===== src/sv/msp_pkg.sv =====
// ----------------------------------------------------------------------------
// msp_pkg
// Shared types, constants and arithmetic helpers for the segment decoder.
// ----------------------------------------------------------------------------
package msp_pkg;

  typedef enum logic [2:0] {
    ST_OK    = 3'd0,
    ST_MAGIC = 3'd1,
    ST_STALE = 3'd2,
    ST_FEW   = 3'd3,
    ST_SHORT = 3'd4
  } status_t;

  // One unit of work passed from the parser to the decoder.
  typedef struct packed {
    logic [255:0] data;
    logic         has_seg;
    logic         seg_last;
    status_t      status;
  } job_t;

  typedef enum logic [2:0] {
    BK_IDLE,
    BK_CONV,
    BK_READ,
    BK_MUL,
    BK_FIN,
    BK_EMIT
  } back_state_t;

  localparam int BONES = 23;
  localparam logic [4:0] NO_PARENT = 5'h1F;
  localparam logic [31:0] Q_ONE = 32'h4000_0000;

  localparam logic [7:0] MAGIC [6] = '{8'h4D, 8'h58, 8'h54, 8'h50, 8'h30, 8'h32};

  localparam logic [4:0] PARENT [BONES] = '{
    NO_PARENT, 5'd0, 5'd1, 5'd2, 5'd3, 5'd4, 5'd5, 5'd4, 5'd7, 5'd8, 5'd9, 5'd4,
    5'd11, 5'd12, 5'd13, 5'd0, 5'd15, 5'd16, 5'd17, 5'd0, 5'd19, 5'd20, 5'd21
  };

  // Float conversion order: w, x, y, z of the rotation, then position x, y, z.
  localparam logic [2:0] CONV_WORD [7] = '{3'd4, 3'd6, 3'd5, 3'd7, 3'd2, 3'd1, 3'd3};
  localparam logic       CONV_NEG  [7] = '{1'b0, 1'b1, 1'b1, 1'b1, 1'b0, 1'b0, 1'b0};

  // Sixteen terms of conj(p) * q, four per result component.
  localparam logic [1:0] A_SEL [16] = '{
    2'd0, 2'd1, 2'd2, 2'd3, 2'd0, 2'd1, 2'd2, 2'd3,
    2'd0, 2'd1, 2'd2, 2'd3, 2'd0, 2'd1, 2'd2, 2'd3
  };
  localparam logic [1:0] B_SEL [16] = '{
    2'd0, 2'd1, 2'd2, 2'd3, 2'd1, 2'd0, 2'd3, 2'd2,
    2'd2, 2'd3, 2'd0, 2'd1, 2'd3, 2'd2, 2'd1, 2'd0
  };
  localparam logic T_NEG [16] = '{
    1'b0, 1'b1, 1'b1, 1'b1, 1'b0, 1'b0, 1'b0, 1'b1,
    1'b0, 1'b1, 1'b0, 1'b0, 1'b0, 1'b0, 1'b1, 1'b0
  };

  function automatic logic [31:0] from_mag(input logic neg, input logic [65:0] mag);
    logic [31:0] r;
    if (neg) begin
      if (mag >= 66'h0_8000_0000) r = 32'h8000_0000;
      else r = 32'(-mag[31:0]);
    end else begin
      if (mag > 66'h0_7FFF_FFFF) r = 32'h7FFF_FFFF;
      else r = mag[31:0];
    end
    return r;
  endfunction

  // Float bits to Q1.30 (rotation) or to centimetres in Q16.16 (position).
  function automatic logic [31:0] to_fixed(input logic [31:0] bits, input logic is_pos);
    logic              neg;
    logic [7:0]        ex;
    logic [30:0]       m;
    logic signed [9:0] e;
    logic [5:0]        s;
    logic [65:0]       mag;
    logic [31:0]       r;
    neg = bits[31];
    ex  = bits[30:23];
    m   = {7'b0, (ex != 8'd0), bits[22:0]};
    if (is_pos) m = 31'(m * 31'd100);
    e = $signed({2'b0, (ex == 8'd0) ? 8'd1 : ex}) - 10'sd150 + (is_pos ? 10'sd16 : 10'sd30);
    s = 6'(-e);
    r = 32'd0;
    if (ex == 8'hFF) begin
      if (bits[22:0] == 23'd0) r = neg ? 32'h8000_0000 : 32'h7FFF_FFFF;
    end else if (m == 31'd0) begin
      r = 32'd0;
    end else if (e >= 10'sd0) begin
      if (e > 10'sd32) r = neg ? 32'h8000_0000 : 32'h7FFF_FFFF;
      else begin
        mag = {35'b0, m} << e[5:0];
        r = from_mag(neg, mag);
      end
    end else if (e >= -10'sd40) begin
      mag = ({35'b0, m} + (66'd1 << (s - 6'd1))) >> s;
      r = from_mag(neg, mag);
    end
    return r;
  endfunction

  // Round a sum in units of 2^-58 to Q1.30, ties away from zero.
  function automatic logic [31:0] finish_sum(input logic signed [65:0] v);
    logic        neg;
    logic [65:0] mag;
    neg = v[65];
    mag = neg ? 66'(-v) : 66'(v);
    return from_mag(neg, (mag + 66'h800_0000) >> 28);
  endfunction

  function automatic logic [31:0] sat32(input logic signed [32:0] v);
    logic [31:0] r;
    if (v > 33'sh0_7FFF_FFFF) r = 32'h7FFF_FFFF;
    else if (v < -33'sh0_8000_0000) r = 32'h8000_0000;
    else r = v[31:0];
    return r;
  endfunction

endpackage


===== src/sv/msp_queue.sv =====
// ----------------------------------------------------------------------------
// msp_queue
// Short job queue between the parser and the decoder.
// ----------------------------------------------------------------------------
module msp_queue (
  input  logic           clk,
  input  logic           rst,
  input  logic           push,
  input  msp_pkg::job_t  wr_job,
  input  logic           pop,
  output msp_pkg::job_t  rd_job,
  output logic           full,
  output logic           empty
);
  import msp_pkg::*;

  job_t       mem [4];
  logic [1:0] wp, rp;
  logic [2:0] count;

  assign full   = (count == 3'd4);
  assign empty  = (count == 3'd0);
  assign rd_job = mem[rp];

  always_ff @(posedge clk) begin
    if (rst) begin
      wp    <= '0;
      rp    <= '0;
      count <= '0;
    end else begin
      if (push) wp <= wp + 2'd1;
      if (pop) rp <= rp + 2'd1;
      count <= count + {2'b0, push} - {2'b0, pop};
    end
    if (push) mem[wp] <= wr_job;
  end

endmodule


===== config.mk =====
export PLATFORM = sky130hd
export DESIGN_NAME = msp_queue
export DESIGN_NICKNAME = d
export VERILOG_FILES = /design/src/sv/msp_pkg.sv /design/src/sv/msp_queue.sv
export SDC_FILE = /design/constraint.sdc
export NUM_CORES = 1
export LEC_CHECK = 0
export BUFFER_PORTS_ARGS = -buffer_cell sky130_fd_sc_hd__buf_2
export CAP_MARGIN = 20
export CORE_UTILIZATION = 55
export DETAILED_ROUTE_END_ITERATION = 8
export HOLD_SLACK_MARGIN = 0.02
export MAX_ROUTING_LAYER = met4
export PLACE_DENSITY = 0.83
export SLEW_MARGIN = 10
export SYNTH_ARGS = -nofsm -noshare
export SYNTH_HDL_FRONTEND = slang
export SYNTH_SLANG_ARGS = --single-unit

===== constraint.sdc =====
create_clock -name clk -period 8.1 [get_ports clk]
set_clock_uncertainty 0.15 [all_clocks]
set_input_delay 0 -clock clk [delete_from_list [all_inputs] [get_ports clk]]
set_output_delay 0 -clock clk [all_outputs]
set_load 0.05 [all_outputs]

==> results.md <==
* Status: finished, final reports clean
* Clk root buf: clkbuf_16
* M1 WL at about 34000 um
* Critical-path maximum fanout at between 100 and 150
* WL met2 at about 54000 um
* Post-CTS Setup Repair Bufs at 0
* H-tree lvl count at 3
* Dominant synthesized flop cell: edfxtp_1
* Count of different cell masters after synthesis at 21
* Nets at between 2000 and 3000
* Crit Path Category: register to output port
* # DRC at 0
* Min-Delay Path Class: input pin to register
* Initial antenna violation count at 13
* Post-synth EDFFs at 1044
* Clock sinks at 1053
* Gpl congestion at about 0.81
* Avg Inst Size Synth at 27.1 um^2
* Dpl cell area at 41700 um^2
* Worst rel slew slack at 0.115
* Worst slew pin tran at around 1.3 ns
* Crit-path slowest cell: dfxtp_4
* Initial Utilization at 0.555
* Fin crit period at 3.91 ns
* Highest routed layer: met4
* Post-DRT Antenna Nets at 0
* Reg2Reg Setup Slack at slightly below 5 ns
* R2R depth at 5
* Clk pin slew, worst setup/hold paths at about 0.06 ns
* Required time of the critical path at between 7 and 8 ns
* Port-buffer cells at about 530
* Total track usage at 0.293
* Die width at between 200 and 300 um
* Clock Latency Late Sink at 0.65 ns
* Hold path cells at 2
* Min Hold Slack at ~0.022 ns
* Vias at approximately 21000
* Rows at 96
* Maxcap violations at 0
* Final Hold Viols at 0
* Core ar. at about 69000 um^2
* # IOs at around 530
* Worst vdd ir at between 0.2 and 0.25 mV
* First-pass DRT Iterations at 5
* Worst Setup EP: rd_job[177]
* Max frequency at 0.256 GHz
* Vias in the first global route at ~22000
* RSZ-0062 raised after global routing: false
* Largest net degree at the start of global routing at 161
* Initial drt markers at approximately 2500
* Area contributors post-synth: edfxtp_1 (82%), mux4_2 (15%), buf_6 (0.65%)
* Dpl hpwl at around 46000 um
* Yosys top cell by area: edfxtp_1
* Setup TNS at 0 ns
* CP cell instances: buf_12 -> buf_4 -> mux4_2 -> buf_2
* Critical Path Source Type: register
* Post-Syn Nets at ~1700
* Die Area at between 70000 and 80000 um^2
* Setup crit end kind: output port
* Reg-to-reg endpoint: mem[2][153]
* Yosys top cell area share at 0.823
* Async set-or-reset flop fraction in the synthesized netlist at 0
* Drt wl/cell at 28.9 um
* Met3 wire length at between 10000 and 15000 um
* Worst Path Arrival at 3.76 ns
* Num CTS Buffers at 101
* Synth warn at 0
* Fraction of the yosys area taken by sequential cells at 0.828
* Max-slew violation total from the final report at 0
* Share of cells above drive strength 1 at 0.368
* Fillers at around 3500
* Leakage power at between 15 and 20 nW
* Max Buffers Root-to-Sink at 3
* Final Setup Violations at 0
* Post-route clock period utilization at 0.483
* #FFs+latches synth at 1053
* Post-synth top cells: edfxtp_1 (1044), mux4_2 (261), buf_2 (29)
* Reg2reg start: wp[0]
* Synth Cell Area at between 30000 and 40000 um^2
* Post-CTS resize count at 0
* CP peak stage delay at slightly below 0.8 ns
* Remaining global-route overflow at 0
* Area grow syn2layout at 32.1%
* Die Ht at between 200 and 300 um
* Global-route wire length before repair at 144000 um
* Count leader, synth: edfxtp_1
* CTS tree: built
* Gate Count Post-Synth at 1405
* Pwr dens at between 200 and 300 nW/um^2
* Layout Cell Area excl Fill at 50300 um^2
* Final WL at about 100000 um
* Vias/cell at approximately 5.9
* CTS Hold Buffers Added at approximately 520
==> critical path, delay by kind of cell, from the launching register on <==
kind,cells,cell delay (ns)
multiplexers,1,0.61
buffers and inverters,3,1.46
flip-flops,1,0.77
==> cell families after synthesis <==
kind of cell	share of synthesized area
XOR/XNOR	0.00108
flip-flops	0.828
AO/OA/AOI/OAI	0.000394
adder cells (fa/ha/maj)	0.00250
buffers and inverters	0.0116
AND/OR/NAND/NOR	0.00197
multiplexers	0.155
==> power by group <==
group	switching [W]	total [W]	internal (W)
Clock	0.00210	0.00484	0.00273
Sequential	0.000102	0.00637	0.00627
Combinational	0.00132	0.00198	0.000660
Total	0.00352	0.0132	0.00967
==> how the worst min path moves through the flow <==
| stage | start | end | slack (ns) |
|---|---|---|---|
| after global placement | wr_job[29] | mem[0][29] | 0.06 |
| after CTS | wr_job[249] | mem[1][249] | 0.02 |
| after detailed placement | wr_job[8] | mem[3][8] | 0.07 |
| after floorplan | rst | count[0] | -0.08 |
| after global routing | wr_job[184] | mem[1][184] | 0.03 |
| final | wr_job[120] | mem[3][120] | 0.02 |
==> cell type report <==
| cell class | count | area, um^2 | area share |
|---|---|---|---|
| Timing Repair Buffer | 1065 | 8070 | 0.160 |
| Antenna cell | 18 | 45.0 | 0.000895 |
| Inverter | 6 | 22.5 | 0.000448 |
| Sequential cell | 1053 | 31500 | 0.627 |
| Clock buffer | 126 | 2660 | 0.0530 |
| Multi-Input combinational cell | 288 | 6120 | 0.122 |
| Tap cell | 931 | 1160 | 0.0232 |
| Clock inverter | 61 | 676 | 0.0134 |
==> registers in the layout (all words and copies together), names as in the netlist, named ones only <==
signal  cells
mem      1044
rp          2
wp          2
count       3
==> per-layer routing <==
metal | up-vias | GRT usage
met5 | - | -
met4 | 0 | 0.118
met3 | 286 | 0.0719
met2 | 1445 | 0.499
met1 | 10797 | 0.334
li1 | 8390 | -
==> per-stage QoR <==
stage / util / setup WS [ns] / std cells / power [W]
5_1_grt: 0.733 / 3.92 / 3544 / 0.0135
3_5_place_dp: 0.608 / 4.85 / 2822 / 0.00816
3_3_place_gp: 0.608 / 4.89 / 2822 / 0.00811
4_1_cts: 0.733 / 4.12 / 3530 / 0.0130
6_report: 0.733 / 4.19 / 3548 / 0.0132
2_1_floorplan: - / 0.839 / 1405 / 0.00776
==> placed cells by master (no fill, tap or decap) <==
cell type / instances
a21bo_2: 1
a21oi_1: 1
and2_4: 4
and3_1: 1
buf_12: 7
buf_2: 527
buf_4: 10
bufinv_16: 12
clkbuf_1: 23
clkbuf_16: 103
clkinv_1: 19
clkinv_16: 2
clkinv_2: 23
clkinv_4: 1
dfxtp_1: 7
dfxtp_4: 2
diode_2: 18
dlygate4sd3_1: 521
edfxtp_1: 1044
fa_1: 1
ha_1: 6
inv_1: 6
inv_16: 2
inv_6: 1
inv_8: 1
mux2i_1: 1
mux4_2: 261
nand3b_1: 1
nor2_1: 5
nor2b_1: 2
nor3_1: 1
xnor2_1: 2
xor3_1: 1
Power figures use the tool's default switching activity.
