==> src/sv/msp_pkg.sv <==
// ----------------------------------------------------------------------------
// msp_pkg
// Shared types, constants and arithmetic helpers for the segment decoder.
// ----------------------------------------------------------------------------
package msp_pkg;

  typedef enum logic [2:0] {
    ST_OK    = 3'd0,
    ST_MAGIC = 3'd1,
    ST_STALE = 3'd2,
    ST_FEW   = 3'd3,
    ST_SHORT = 3'd4
  } status_t;

  // One unit of work passed from the parser to the decoder.
  typedef struct packed {
    logic [255:0] data;
    logic         has_seg;
    logic         seg_last;
    status_t      status;
  } job_t;

  typedef enum logic [2:0] {
    BK_IDLE,
    BK_CONV,
    BK_READ,
    BK_MUL,
    BK_FIN,
    BK_EMIT
  } back_state_t;

  localparam int BONES = 23;
  localparam logic [4:0] NO_PARENT = 5'h1F;
  localparam logic [31:0] Q_ONE = 32'h4000_0000;

  localparam logic [7:0] MAGIC [6] = '{8'h4D, 8'h58, 8'h54, 8'h50, 8'h30, 8'h32};

  localparam logic [4:0] PARENT [BONES] = '{
    NO_PARENT, 5'd0, 5'd1, 5'd2, 5'd3, 5'd4, 5'd5, 5'd4, 5'd7, 5'd8, 5'd9, 5'd4,
    5'd11, 5'd12, 5'd13, 5'd0, 5'd15, 5'd16, 5'd17, 5'd0, 5'd19, 5'd20, 5'd21
  };

  // Float conversion order: w, x, y, z of the rotation, then position x, y, z.
  localparam logic [2:0] CONV_WORD [7] = '{3'd4, 3'd6, 3'd5, 3'd7, 3'd2, 3'd1, 3'd3};
  localparam logic       CONV_NEG  [7] = '{1'b0, 1'b1, 1'b1, 1'b1, 1'b0, 1'b0, 1'b0};

  // Sixteen terms of conj(p) * q, four per result component.
  localparam logic [1:0] A_SEL [16] = '{
    2'd0, 2'd1, 2'd2, 2'd3, 2'd0, 2'd1, 2'd2, 2'd3,
    2'd0, 2'd1, 2'd2, 2'd3, 2'd0, 2'd1, 2'd2, 2'd3
  };
  localparam logic [1:0] B_SEL [16] = '{
    2'd0, 2'd1, 2'd2, 2'd3, 2'd1, 2'd0, 2'd3, 2'd2,
    2'd2, 2'd3, 2'd0, 2'd1, 2'd3, 2'd2, 2'd1, 2'd0
  };
  localparam logic T_NEG [16] = '{
    1'b0, 1'b1, 1'b1, 1'b1, 1'b0, 1'b0, 1'b0, 1'b1,
    1'b0, 1'b1, 1'b0, 1'b0, 1'b0, 1'b0, 1'b1, 1'b0
  };

  function automatic logic [31:0] from_mag(input logic neg, input logic [65:0] mag);
    logic [31:0] r;
    if (neg) begin
      if (mag >= 66'h0_8000_0000) r = 32'h8000_0000;
      else r = 32'(-mag[31:0]);
    end else begin
      if (mag > 66'h0_7FFF_FFFF) r = 32'h7FFF_FFFF;
      else r = mag[31:0];
    end
    return r;
  endfunction

  // Float bits to Q1.30 (rotation) or to centimetres in Q16.16 (position).
  function automatic logic [31:0] to_fixed(input logic [31:0] bits, input logic is_pos);
    logic              neg;
    logic [7:0]        ex;
    logic [30:0]       m;
    logic signed [9:0] e;
    logic [5:0]        s;
    logic [65:0]       mag;
    logic [31:0]       r;
    neg = bits[31];
    ex  = bits[30:23];
    m   = {7'b0, (ex != 8'd0), bits[22:0]};
    if (is_pos) m = 31'(m * 31'd100);
    e = $signed({2'b0, (ex == 8'd0) ? 8'd1 : ex}) - 10'sd150 + (is_pos ? 10'sd16 : 10'sd30);
    s = 6'(-e);
    r = 32'd0;
    if (ex == 8'hFF) begin
      if (bits[22:0] == 23'd0) r = neg ? 32'h8000_0000 : 32'h7FFF_FFFF;
    end else if (m == 31'd0) begin
      r = 32'd0;
    end else if (e >= 10'sd0) begin
      if (e > 10'sd32) r = neg ? 32'h8000_0000 : 32'h7FFF_FFFF;
      else begin
        mag = {35'b0, m} << e[5:0];
        r = from_mag(neg, mag);
      end
    end else if (e >= -10'sd40) begin
      mag = ({35'b0, m} + (66'd1 << (s - 6'd1))) >> s;
      r = from_mag(neg, mag);
    end
    return r;
  endfunction

  // Round a sum in units of 2^-58 to Q1.30, ties away from zero.
  function automatic logic [31:0] finish_sum(input logic signed [65:0] v);
    logic        neg;
    logic [65:0] mag;
    neg = v[65];
    mag = neg ? 66'(-v) : 66'(v);
    return from_mag(neg, (mag + 66'h800_0000) >> 28);
  endfunction

  function automatic logic [31:0] sat32(input logic signed [32:0] v);
    logic [31:0] r;
    if (v > 33'sh0_7FFF_FFFF) r = 32'h7FFF_FFFF;
    else if (v < -33'sh0_8000_0000) r = 32'h8000_0000;
    else r = v[31:0];
    return r;
  endfunction

endpackage

==> src/sv/msp_front.sv <==
// ----------------------------------------------------------------------------
// msp_front
// Byte parser: checks the header, gathers segments and issues jobs.
// ----------------------------------------------------------------------------
module msp_front #(
  parameter int SEGMENTS     = 23,
  parameter int HEADER_BYTES = 24
) (
  input  logic           clk,
  input  logic           rst,
  input  logic           accept,
  input  logic [7:0]     packet_byte,
  input  logic           end_of_packet,
  input  logic [7:0]     stale_window,
  output logic           push,
  output msp_pkg::job_t  job
);
  import msp_pkg::*;

  localparam int TOTAL = HEADER_BYTES + SEGMENTS * 32;
  localparam int PW    = $clog2(TOTAL + 1);

  logic [PW-1:0]  pos, pos_next;
  logic [PW-1:0]  off;
  logic           rejected, rejected_next;
  logic [31:0]    word_shift, word_shift_next;
  logic [31:0]    last_counter, last_counter_next;
  logic [255:0]   seg_data, seg_data_next;
  logic [31:0]    cnt;
  logic           behind;
  logic [31:0]    diff;
  status_t        reject;
  logic           seg_done;
  logic           short_pkt;

  assign off    = pos - PW'(HEADER_BYTES);
  assign cnt    = {word_shift[23:0], packet_byte};
  assign behind = $signed(cnt) < $signed(last_counter);
  assign diff   = last_counter - cnt;

  always_comb begin
    pos_next          = pos;
    rejected_next     = rejected;
    word_shift_next   = word_shift;
    last_counter_next = last_counter;
    seg_data_next     = seg_data;
    reject            = ST_OK;
    seg_done          = 1'b0;
    short_pkt         = 1'b0;
    if (accept) begin
      if (!rejected && pos < PW'(TOTAL)) begin
        if (pos < PW'(HEADER_BYTES)) begin
          if (pos < PW'(6)) begin
            if (packet_byte != MAGIC[pos[2:0]]) reject = ST_MAGIC;
          end else if (pos < PW'(10)) begin
            word_shift_next = cnt;
            if (pos == PW'(9)) begin
              if (behind && diff < {24'b0, stale_window}) reject = ST_STALE;
              else last_counter_next = cnt;
            end
          end else if (pos == PW'(11)) begin
            if (packet_byte < 8'(SEGMENTS)) reject = ST_FEW;
          end
        end else begin
          seg_data_next = {seg_data[247:0], packet_byte};
          seg_done      = (off[4:0] == 5'd31);
        end
        pos_next = pos + PW'(1);
      end
      if (reject != ST_OK) rejected_next = 1'b1;
      if (end_of_packet) begin
        short_pkt       = !rejected_next && pos_next < PW'(TOTAL);
        pos_next        = '0;
        rejected_next   = 1'b0;
        word_shift_next = '0;
      end
    end
  end

  always_comb begin
    push         = seg_done || reject != ST_OK || short_pkt;
    job.data     = seg_data_next;
    job.has_seg  = seg_done;
    job.seg_last = (off[PW-1:5] == (PW-5)'(SEGMENTS - 1));
    if (reject != ST_OK) job.status = reject;
    else if (short_pkt) job.status = ST_SHORT;
    else job.status = ST_OK;
  end

  always_ff @(posedge clk) begin
    if (rst) begin
      pos          <= '0;
      rejected     <= 1'b0;
      word_shift   <= '0;
      last_counter <= '0;
    end else begin
      pos          <= pos_next;
      rejected     <= rejected_next;
      word_shift   <= word_shift_next;
      last_counter <= last_counter_next;
    end
    seg_data <= seg_data_next;
  end

endmodule

==> config.mk <==
export PLATFORM = sky130hd
export DESIGN_NAME = msp_front
export DESIGN_NICKNAME = d
export VERILOG_FILES = /design/src/sv/msp_pkg.sv /design/src/sv/msp_front.sv
export SDC_FILE = /design/constraint.sdc
export NUM_CORES = 1
export LEC_CHECK = 0
export BUFFER_PORTS_ARGS = -buffer_cell sky130_fd_sc_hd__buf_2
export CAP_MARGIN = 40
export CORE_ASPECT_RATIO = 1.75
export CORE_MARGIN = 3
export CORE_UTILIZATION = 40
export CTS_CLUSTER_DIAMETER = 30
export CTS_CLUSTER_SIZE = 28
export DETAILED_ROUTE_END_ITERATION = 16
export HOLD_SLACK_MARGIN = 0.12
export PLACE_DENSITY = 0.69
export SLEW_MARGIN = 40
export SYNTH_ARGS = -nofsm -noshare
export SYNTH_HDL_FRONTEND = slang
export SYNTH_SLANG_ARGS = --single-unit
==> constraint.sdc <==
create_clock -name clk -period 4.62 [get_ports clk]
set_input_delay 0.462 -clock clk [delete_from_list [all_inputs] [get_ports clk]]
set_output_delay 0.462 -clock clk [all_outputs]
set_load 0.02 [all_outputs]
==> out/qor.yml, run 1 <==
grt.total_usage: 0.249
initial_utilization: 0.407
end_kind: "output pin"
path_buf_inv: 4
setup_viol: 1
cts_buffers: 52
insertion_delay_ns: 0.57
place_congestion: 1.02
synth_top_family_by_area: "simple AND/OR/NAND/NOR gates"
clkTransAtPathRegs_ns: 0.05
timing.rr.end: "last_counter[13]"
layout-drive-gt1-share: 0.219
synthXorXnorAreaFrac: 0.0119
synth_top_cell_area_share: 0.439
rsz0062_at_grt: "true"
syn_inst: 1944
synth_largest_area_cell: "dfxtp_1"
required_ns: 4.16
use_met3: 0.0492
stdcell_area_sq_mm: 0.0191
report.final.slew_viol_count: 0
cp_top_family: "compound AO/OA/AOI/OAI gates"
core_sq_mm: 0.0361
fin_ws_ns: -0.0852
cts_tree: "done"
grt_most_used_layer: "met2"
violations: "negative setup slack"
hold_class: "in2reg"
wirelength_um: 51000
post_dp_cell_area_sq_mm: 0.0170
vias: 14141
tightest_slew_ns: 0.736
p_leak_uw: 0.00963
grt_max_degree: 102
synth_warnings: 0
grt_pass1_vias: 14017
critPathLaunchType: "register"
r2r_start: "last_counter[0]"
final_common_cell: "nand2_1"
met1_usage: 0.229
synth_cell_types: 75
status: "finished, violations left"
die_x_um: 151
holdPathStages: 3
tns_ns: -0.0852
cp.depth: 17
synth_mux_area_frac: 0.0265
hold_buffers: 0
crit_path_max_fanout: 3
hpwl_um: 39000
crit_slowest_cell: "or4b_4"
use_met2: 0.450
num_rows: 92
grt-ovfl-total: 0
ys_seq_area_frac: 0.439
ys_seq_elements: 323
ir_drop_mv: 0.333
reg2reg_depth: 18
drc: 0
grt_pass1_wl_um: 75900
cts.htree.levels: 2
crit_chain: "inv_2 -> ha_4 -> inv_2 -> fa_2 -> a21o_1 -> a31o_1 -> a21oi_2 -> buf_4 -> xnor2_2 -> ha_1 -> a21oi_2 -> a21boi_2 -> or4b_4 -> nor4_4 -> a41oi_2 -> o211ai_1 -> buf_4"
synth_fa_ha_area_frac: 0.0666
min_period_ns: 4.71
hold_viol: 0
io_pins: 282
clockRootBuffer: "clkbuf_16"
antenna_found_initial: 4
fmaxAchievable_ghz: 0.213
synth-async-reset-ratio: 0
syn_to_final_growth_pct: 29.5
synth.avg_cell_area_sq_um: 7.57
hold_end: "last_counter[6]"
synthSimpleGateAreaFrac: 0.299
critical_path_class: "reg2out"
clkSinkCount: 323
clk_path_buf_depth: 3
final_cell_mix: "805 x nand2_1, 321 x dfxtp_1, 278 x buf_2"
powerDensity_mw_per_mm2: 370
wl_per_cell_um: 18.4
dr.first_iter.drc_count: 586
synth_edf_count: 0
cap_violations: 0
slowest_delay_ns: 0.50
synth_compound_area_frac: 0.106
ant_nets: 0
io_buffer_count: 281
hold_start: "packet_byte[6]"
dr.pass1.iters: 5
die_area_sq_mm: 0.0392
via_per_inst: 5.10
num-nets-final: 2352
synth_area_leaders: "dfxtp_1 44%, nand2_1 21%, ha_1 6.5%, nand2b_1 3.1%, mux2i_1 2.7%"
cp_data_arrival_time_ns: 4.24
syn_area_sq_mm: 0.0147
relSlewSlack: 0.497
post-route-period-util: 1.02
synthFlopType: "dfxtp_1"
die_y_um: 260
syn_nets: 2041
reg2reg_slack_ns: 0.79
fin_skew_ns: 0.0283
[Yosys cell counts (3+ instances only)]
library cell and n:
a2111oi_0 4, nand3b_1 3, inv_1 85, nand4b_1 3, o21ai_0 43, and3_1 7, nor3b_1 3, dfxtp_1 323
buf_1 11, nand4_1 12, a41o_1 4, mux2i_1 39, nor2_1 84, buf_2 11, nand2b_1 74, or3_1 3
xor2_1 9, o21ai_1 11, nor3_1 13, buf_6 3, a21oi_1 74, a31oi_1 3, ha_1 76, nand3_1 15
xnor2_1 11, o211ai_1 7, nor2b_1 5, clkbuf_1 78, o2111a_1 3, o21a_1 5, nor4_1 14, nand2_1 805
a22oi_1 29, a41oi_1 4, o21bai_1 3, a21o_1 12, a211oi_1 6, o22ai_1 3
[how the worst max path moves through the flow]
| stage | start | endpoint | slack [ns] |
|---|---|---|---|
| 5_1_grt | last_counter[2] | push | -0.22 |
| 4_1_cts | last_counter[0] | push | -0.16 |
| 3_3_place_gp | packet_byte[0] | push | -0.002 |
| 6_report | last_counter[0] | push | -0.09 |
| 3_5_place_dp | packet_byte[0] | push | 0.008 |
| 2_1_floorplan | packet_byte[0] | push | 0.54 |
[tightest hold or removal path: stages]
cell and delay (ns):
buf_2 0.14, nand2b_1 0.07, mux2i_1 0.06
[cells by family (layout without fill, tap and decap cells)]
group / count (synthesis) / count (layout)
AND/OR/NAND/NOR: 1055 / 1055
flip-flops: 323 / 323
AO/OA/AOI/OAI: 240 / 240
buffers and inverters: 189 / 544
adder cells (fa/ha/maj): 78 / 78
multiplexers: 39 / 39
XOR/XNOR: 20 / 20
other: 0 / 3
[layout make-up]
| class | instances | area [sq um] |
|---|---|---|
| well taps | 470 | 588 |
| clock buffers | 60 | 1400 |
| fillers | 3454 | 17100 |
| flip-flops and latches | 323 | 6470 |
| inverters | 85 | 319 |
| repair buffers | 361 | 2090 |
| clock inverters | 38 | 472 |
| multi-input cells | 1432 | 7710 |
| diodes | 3 | 7.51 |
[state kept, by name, indices dropped and copies added (netlist names)]
name / cells
seg_data: 256
last_counter: 32
word_shift: 24
pos: 10
rejected: 1
[metrics by stage]
step                worst slack, ns  instances  hold WS [ns]  utilization  power, uW
floorplan                     0.539       1944         0.449            -       2960
global placement           -0.00221       2668         0.424        0.470       3030
detailed placement          0.00750       2668         0.429        0.470       3040
CTS                          -0.156       2768         0.202        0.525       7130
global route                 -0.219       2772         0.252        0.527       7260
finish                      -0.0852       2772         0.233        0.527       7060
[routing by layer]
layer | share of wire | routed length, um
met4 | 0.10 | 5230
met2 | 0.50 | 25600
met3 | 0.058 | 2940
met1 | 0.34 | 17200
met5 | 0 | 0
[timing repair]
| item | 4_1_cts | 5_1_grt |
|---|---|---|
| resized for setup | 27 | 18 |
| buffers inserted | 3 | 1 |
| endpoints found under the setup margin | 3 | 3 |
| gates cloned | 0 | 0 |
| pin swaps | 16 | 12 |
[report_power, final]
part	internal [uW]	total [uW]	switching [uW]
clock network	2560	4070	1500
logic	68.7	182	114
registers	2800	2800	7.18
No activity file was read; power rests on OpenSTA's default activity.
==> inputs of run 2 (changes only) <==
==> constraint.sdc (replaced) <==
create_clock -name clk -period 4.62 [get_ports clk]
set_input_delay 0.462 -clock clk [delete_from_list [all_inputs] [get_ports clk]]
set_output_delay 0.462 -clock clk [all_outputs]
set_load 0.1 [all_outputs]
==> run 2 against run 1 <==
Effect of this change: the flow still finishes with violations (negative setup slack); cell count rose by 0.47%; critical endpoint unchanged; die area did not move; via count rose by 1.4%; clock power barely moved; setup slack improved by 0.024 ns; critical path type unchanged; flip-flop and latch count did not move; clock-buffer cell count fell by 4; register-to-register slack improved by 0.08 ns; sequential power barely moved; largest power group unchanged.
==> out/qor.yml, run 2 (synthesis gave the netlist of run 1 again) <==
place_congestion: 0.941
cts_tree: "done"
clk_path_buf_depth: 3
ant_nets: 0
post-route-period-util: 1.01
crit_chain: "inv_2 -> ha_4 -> inv_2 -> fa_2 -> a21o_1 -> a31o_1 -> a21oi_2 -> xnor2_1 -> ha_1 -> a21oi_2 -> a21boi_2 -> or4b_4 -> nor4_4 -> buf_6 -> a41oi_4 -> o211ai_1 -> clkbuf_16"
relSlewSlack: 0.500
num-nets-final: 2367
cts_buffers: 51
tns_ns: -0.0613
die_area_sq_mm: 0.0392
final_common_cell: "nand2_1"
wl_per_cell_um: 18.0
slowest_delay_ns: 0.55
ir_drop_mv: 0.255
report.final.slew_viol_count: 0
critical_path_class: "reg2out"
top_register: "seg_data"
fmaxAchievable_ghz: 0.214
violations: "negative setup slack"
core_sq_mm: 0.0361
cts.htree.levels: 2
hold_buffers: 0
crit_path_max_fanout: 3
clockRootBuffer: "clkbuf_16"
powerDensity_mw_per_mm2: 366
grt_pass1_vias: 14070
vias: 14343
fin_skew_ns: 0.0471
fin_ws_ns: -0.0613
clkSinkCount: 323
rsz0062_at_grt: "true"
cp_top_family: "compound AO/OA/AOI/OAI gates"
die_y_um: 260
clkTransAtPathRegs_ns: 0.06
tightest_slew_ns: 0.731
drc: 0
io_buffer_count: 281
pre_cts_ws_ns: -0.105
antenna_found_initial: 4
syn_to_final_growth_pct: 32.0
setup_viol: 1
grt.total_usage: 0.244
required_ns: 4.16
end_kind: "output pin"
dr.pass1.iters: 6
cp_data_arrival_time_ns: 4.22
die_x_um: 151
grt_pass1_wl_um: 75500
insertion_delay_ns: 0.58
path_buf_inv: 4
p_leak_uw: 0.00971
cap_violations: 0
status: "finished, violations left"
final_cell_mix: "799 x nand2_1, 314 x dfxtp_1, 278 x buf_2"
min_period_ns: 4.68
initial_utilization: 0.407
total_power_uw: 7100
grt_max_degree: 95
crit_slowest_cell: "or4b_4"
num_rows: 92
via_per_inst: 5.15
hold_class: "in2reg"
final_cells: 2785
io_pins: 282
critPathLaunchType: "register"
largest_reg_flops: 256
dpl.cell_count: 2673
reg_top3: "seg_data x256, last_counter x32, word_shift x24"
dr.first_iter.drc_count: 812
hold_viol: 0
layout-drive-gt1-share: 0.245
hpwl_um: 37500
grt-ovfl-total: 0
wirelength_um: 50200
## run 2: layout make-up
class / count / area [sq um]
antenna: 2 / 5.00
clock buffer: 56 / 1330
clock inverter: 40 / 523
fill: 3359 / 16700
inverter: 85 / 322
multi-input combinational: 1432 / 7930
sequential: 323 / 6480
tap: 470 / 588
timing repair buffer: 377 / 2260
## run 2: power by group
part / internal, uW / leakage [uW] / switching (uW)
clock: 2530 / 0.000892 / 1520
combinational: 76.0 / 0.00621 / 175
sequential: 2800 / 0.00261 / 7.10
total: 5400 / 0.00971 / 1700
## run 2: worst paths after layout
| path | slack [ns] | to | from | cells past startpoint |
|---|---|---|---|---|
| worst max-delay path | -0.06 | push | last_counter[0] | 17 |
| worst min-delay path | 0.32 | seg_data[3] | packet_byte[3] | 3 |
| worst min register to register | 0.42 | seg_data[226] | seg_data[218] | 2 |
| worst max register to register | 0.87 | last_counter[22] | last_counter[0] | 18 |
## run 2: stage by stage
stage           util  hold slack (ns)  area (sq um)
2_1_floorplan      -            0.449         14800
3_3_place_gp   0.472            0.423         17100
3_5_place_dp   0.472            0.427         17100
4_1_cts        0.528            0.281         19100
5_1_grt        0.537            0.311         19400
6_report       0.537            0.322         19400
## run 2: routing by layer
| metal | share of wire | vias up | GRT usage |
|---|---|---|---|
| met5 | 0 | - | 0 |
| met4 | 0.094 | 0 | 0.205 |
| met3 | 0.063 | 216 | 0.0469 |
| met2 | 0.51 | 546 | 0.439 |
| met1 | 0.34 | 6597 | 0.235 |
| li1 | - | 6984 | - |
## run 2: worst min-delay path: stages
cell and delay [ns]:
buf_2 0.14, inv_1 0.11, o21ai_0 0.12
## run 2: repair_timing
action	in CTS	in global routing
gates resized for setup	32	65
setup endpoints to repair	3	3
gates cloned	0	0
pin swaps	16	24
buffers inserted	6	8
==> inputs of run 3 (changes only) <==
--- a/config.mk
+++ b/config.mk
@@ -14,7 +14,6 @@
 export CTS_CLUSTER_SIZE = 28
 export DETAILED_ROUTE_END_ITERATION = 16
 export HOLD_SLACK_MARGIN = 0.12
-export PLACE_DENSITY = 0.69
 export SLEW_MARGIN = 40
 export SYNTH_ARGS = -nofsm -noshare
 export SYNTH_HDL_FRONTEND = slang
==> run 3 against run 2 <==
Effect of this change: the flow still finishes with violations (negative setup slack); clock skew is 0.020 ns lower; sequential share of layout area is 0.79 points higher; register-to-register slack worse by 0.24 ns; critical path type unchanged; largest power group unchanged; highest routed layer unchanged.
==> out/qor.yml, run 3 (synthesis gave the netlist of run 1 again) <==
dr.first_iter.drc_count: 662
hold_viol: 0
via_per_inst: 5.09
ir_drop_mv: 0.293
cts_buffers: 51
grt.total_usage: 0.245
end_kind: "output pin"
fin_skew_ns: 0.0268
clk_path_buf_depth: 3
layout-drive-gt1-share: 0.217
relSlewSlack: 0.518
final_cells: 2767
cp_top_family: "compound AO/OA/AOI/OAI gates"
num_rows: 92
fmaxAchievable_ghz: 0.207
largest_reg_flops: 256
crit_slowest_cell: "or4b_4"
pre_cts_ws_ns: 0.0233
insertion_delay_ns: 0.57
initial_utilization: 0.407
final_cell_mix: "804 x nand2_1, 319 x dfxtp_1, 277 x buf_2"
hold_class: "in2reg"
clockRootBuffer: "clkbuf_16"
tightest_slew_ns: 0.715
powerDensity_mw_per_mm2: 370
grt_max_degree: 109
io_buffer_count: 281
clkSinkCount: 323
post-route-period-util: 1.05
wl_per_cell_um: 18.1
reg_top3: "seg_data x256, last_counter x32, word_shift x24"
violations: "negative setup slack"
grt_pass1_wl_um: 75800
path_buf_inv: 4
stdcell_area_sq_mm: 0.0190
crit_path_max_fanout: 3
num-nets-final: 2352
grt_pass1_vias: 13878
final_common_cell: "nand2_1"
cts.htree.levels: 2
rsz0062_at_grt: "true"
dr.pass1.iters: 6
ant_nets: 0
io_pins: 282
cts_tree: "done"
wirelength_um: 50100
die_area_sq_mm: 0.0392
fin_ws_ns: -0.212
place_congestion: 0.985
dpl.cell_count: 2666
die_y_um: 260
crit_chain: "inv_2 -> ha_4 -> inv_2 -> fa_2 -> a21o_1 -> a31o_1 -> a21oi_2 -> xnor2_1 -> ha_1 -> a21oi_2 -> a21boi_2 -> or4b_4 -> nor4_4 -> buf_4 -> a41oi_4 -> o211ai_1 -> buf_12"
vias: 14097
min_period_ns: 4.83
post_dp_cell_area_sq_mm: 0.0170
status: "finished, violations left"
report.final.slew_viol_count: 0
top_register: "seg_data"
syn_to_final_growth_pct: 28.8
die_x_um: 151
cp_data_arrival_time_ns: 4.37
hpwl_um: 38400
grt-ovfl-total: 0
setup_viol: 2
cap_violations: 0
critPathLaunchType: "register"
core_sq_mm: 0.0361
critical_path_class: "reg2out"
hold_buffers: 0
antenna_found_initial: 0
drc: 0
p_leak_uw: 0.00956
required_ns: 4.16
clkTransAtPathRegs_ns: 0.05
total_power_uw: 7010
slowest_delay_ns: 0.55
whs_ns: 0.319
num_antenna_cells: 0
## run 3: cell type report
cell class,count,area [sq um]
Tap cell,470,588
Sequential cell,323,6470
Clock inverter,36,442
Multi-Input combinational cell,1432,7690
Inverter,85,319
Timing Repair Buffer,362,2090
Fill cell,3572,17200
Clock buffer,59,1360
## run 3: where the power goes
| part | internal (uW) | switching (uW) |
|---|---|---|
| sequential | 2800 | 12.0 |
| combinational | 69.1 | 173 |
| clock | 2520 | 1440 |
## run 3: what timing repair did
| item | CTS | global route |
|---|---|---|
| pin swaps | 13 | 6 |
| gates resized for setup | 19 | 18 |
| setup buffers | 4 | 2 |
| setup endpoints to repair | 3 | 3 |
| gates cloned | 0 | 0 |
## run 3: path summary, 6_finish.rpt
kind                    from         endpoint  slack, ns  cells after the start
min           packet_byte[2]    word_shift[2]       0.32                      4
min reg2reg     seg_data[10]     seg_data[18]       0.44                      2
max          last_counter[0]             push      -0.21                     17
max reg2reg  last_counter[0]  last_counter[3]       0.63                     18
## run 3: through the flow
step	util	setup TNS [ns]
2_1_floorplan	-	-0.631
3_3_place_gp	0.470	0
3_5_place_dp	0.470	0
4_1_cts	0.522	-0.366
5_1_grt	0.525	-0.653
6_report	0.525	-0.330
## run 3: per-layer routing
layer  wire length, um  vias to the layer above  part of all wire  track usage
li1                  -                     6960                 -            -
met1             17600                     6582              0.35        0.244
met2             26400                      421              0.53        0.462
met3              2870                      134             0.057       0.0438
met4              3230                        0             0.064        0.144
met5                 0                        -                 0            0
## run 3: tightest hold or removal path, stage by stage
cell	delay [ns]
buf_2	0.09
buf_4	0.13
a22oi_1	0.08
nor2_1	0.08
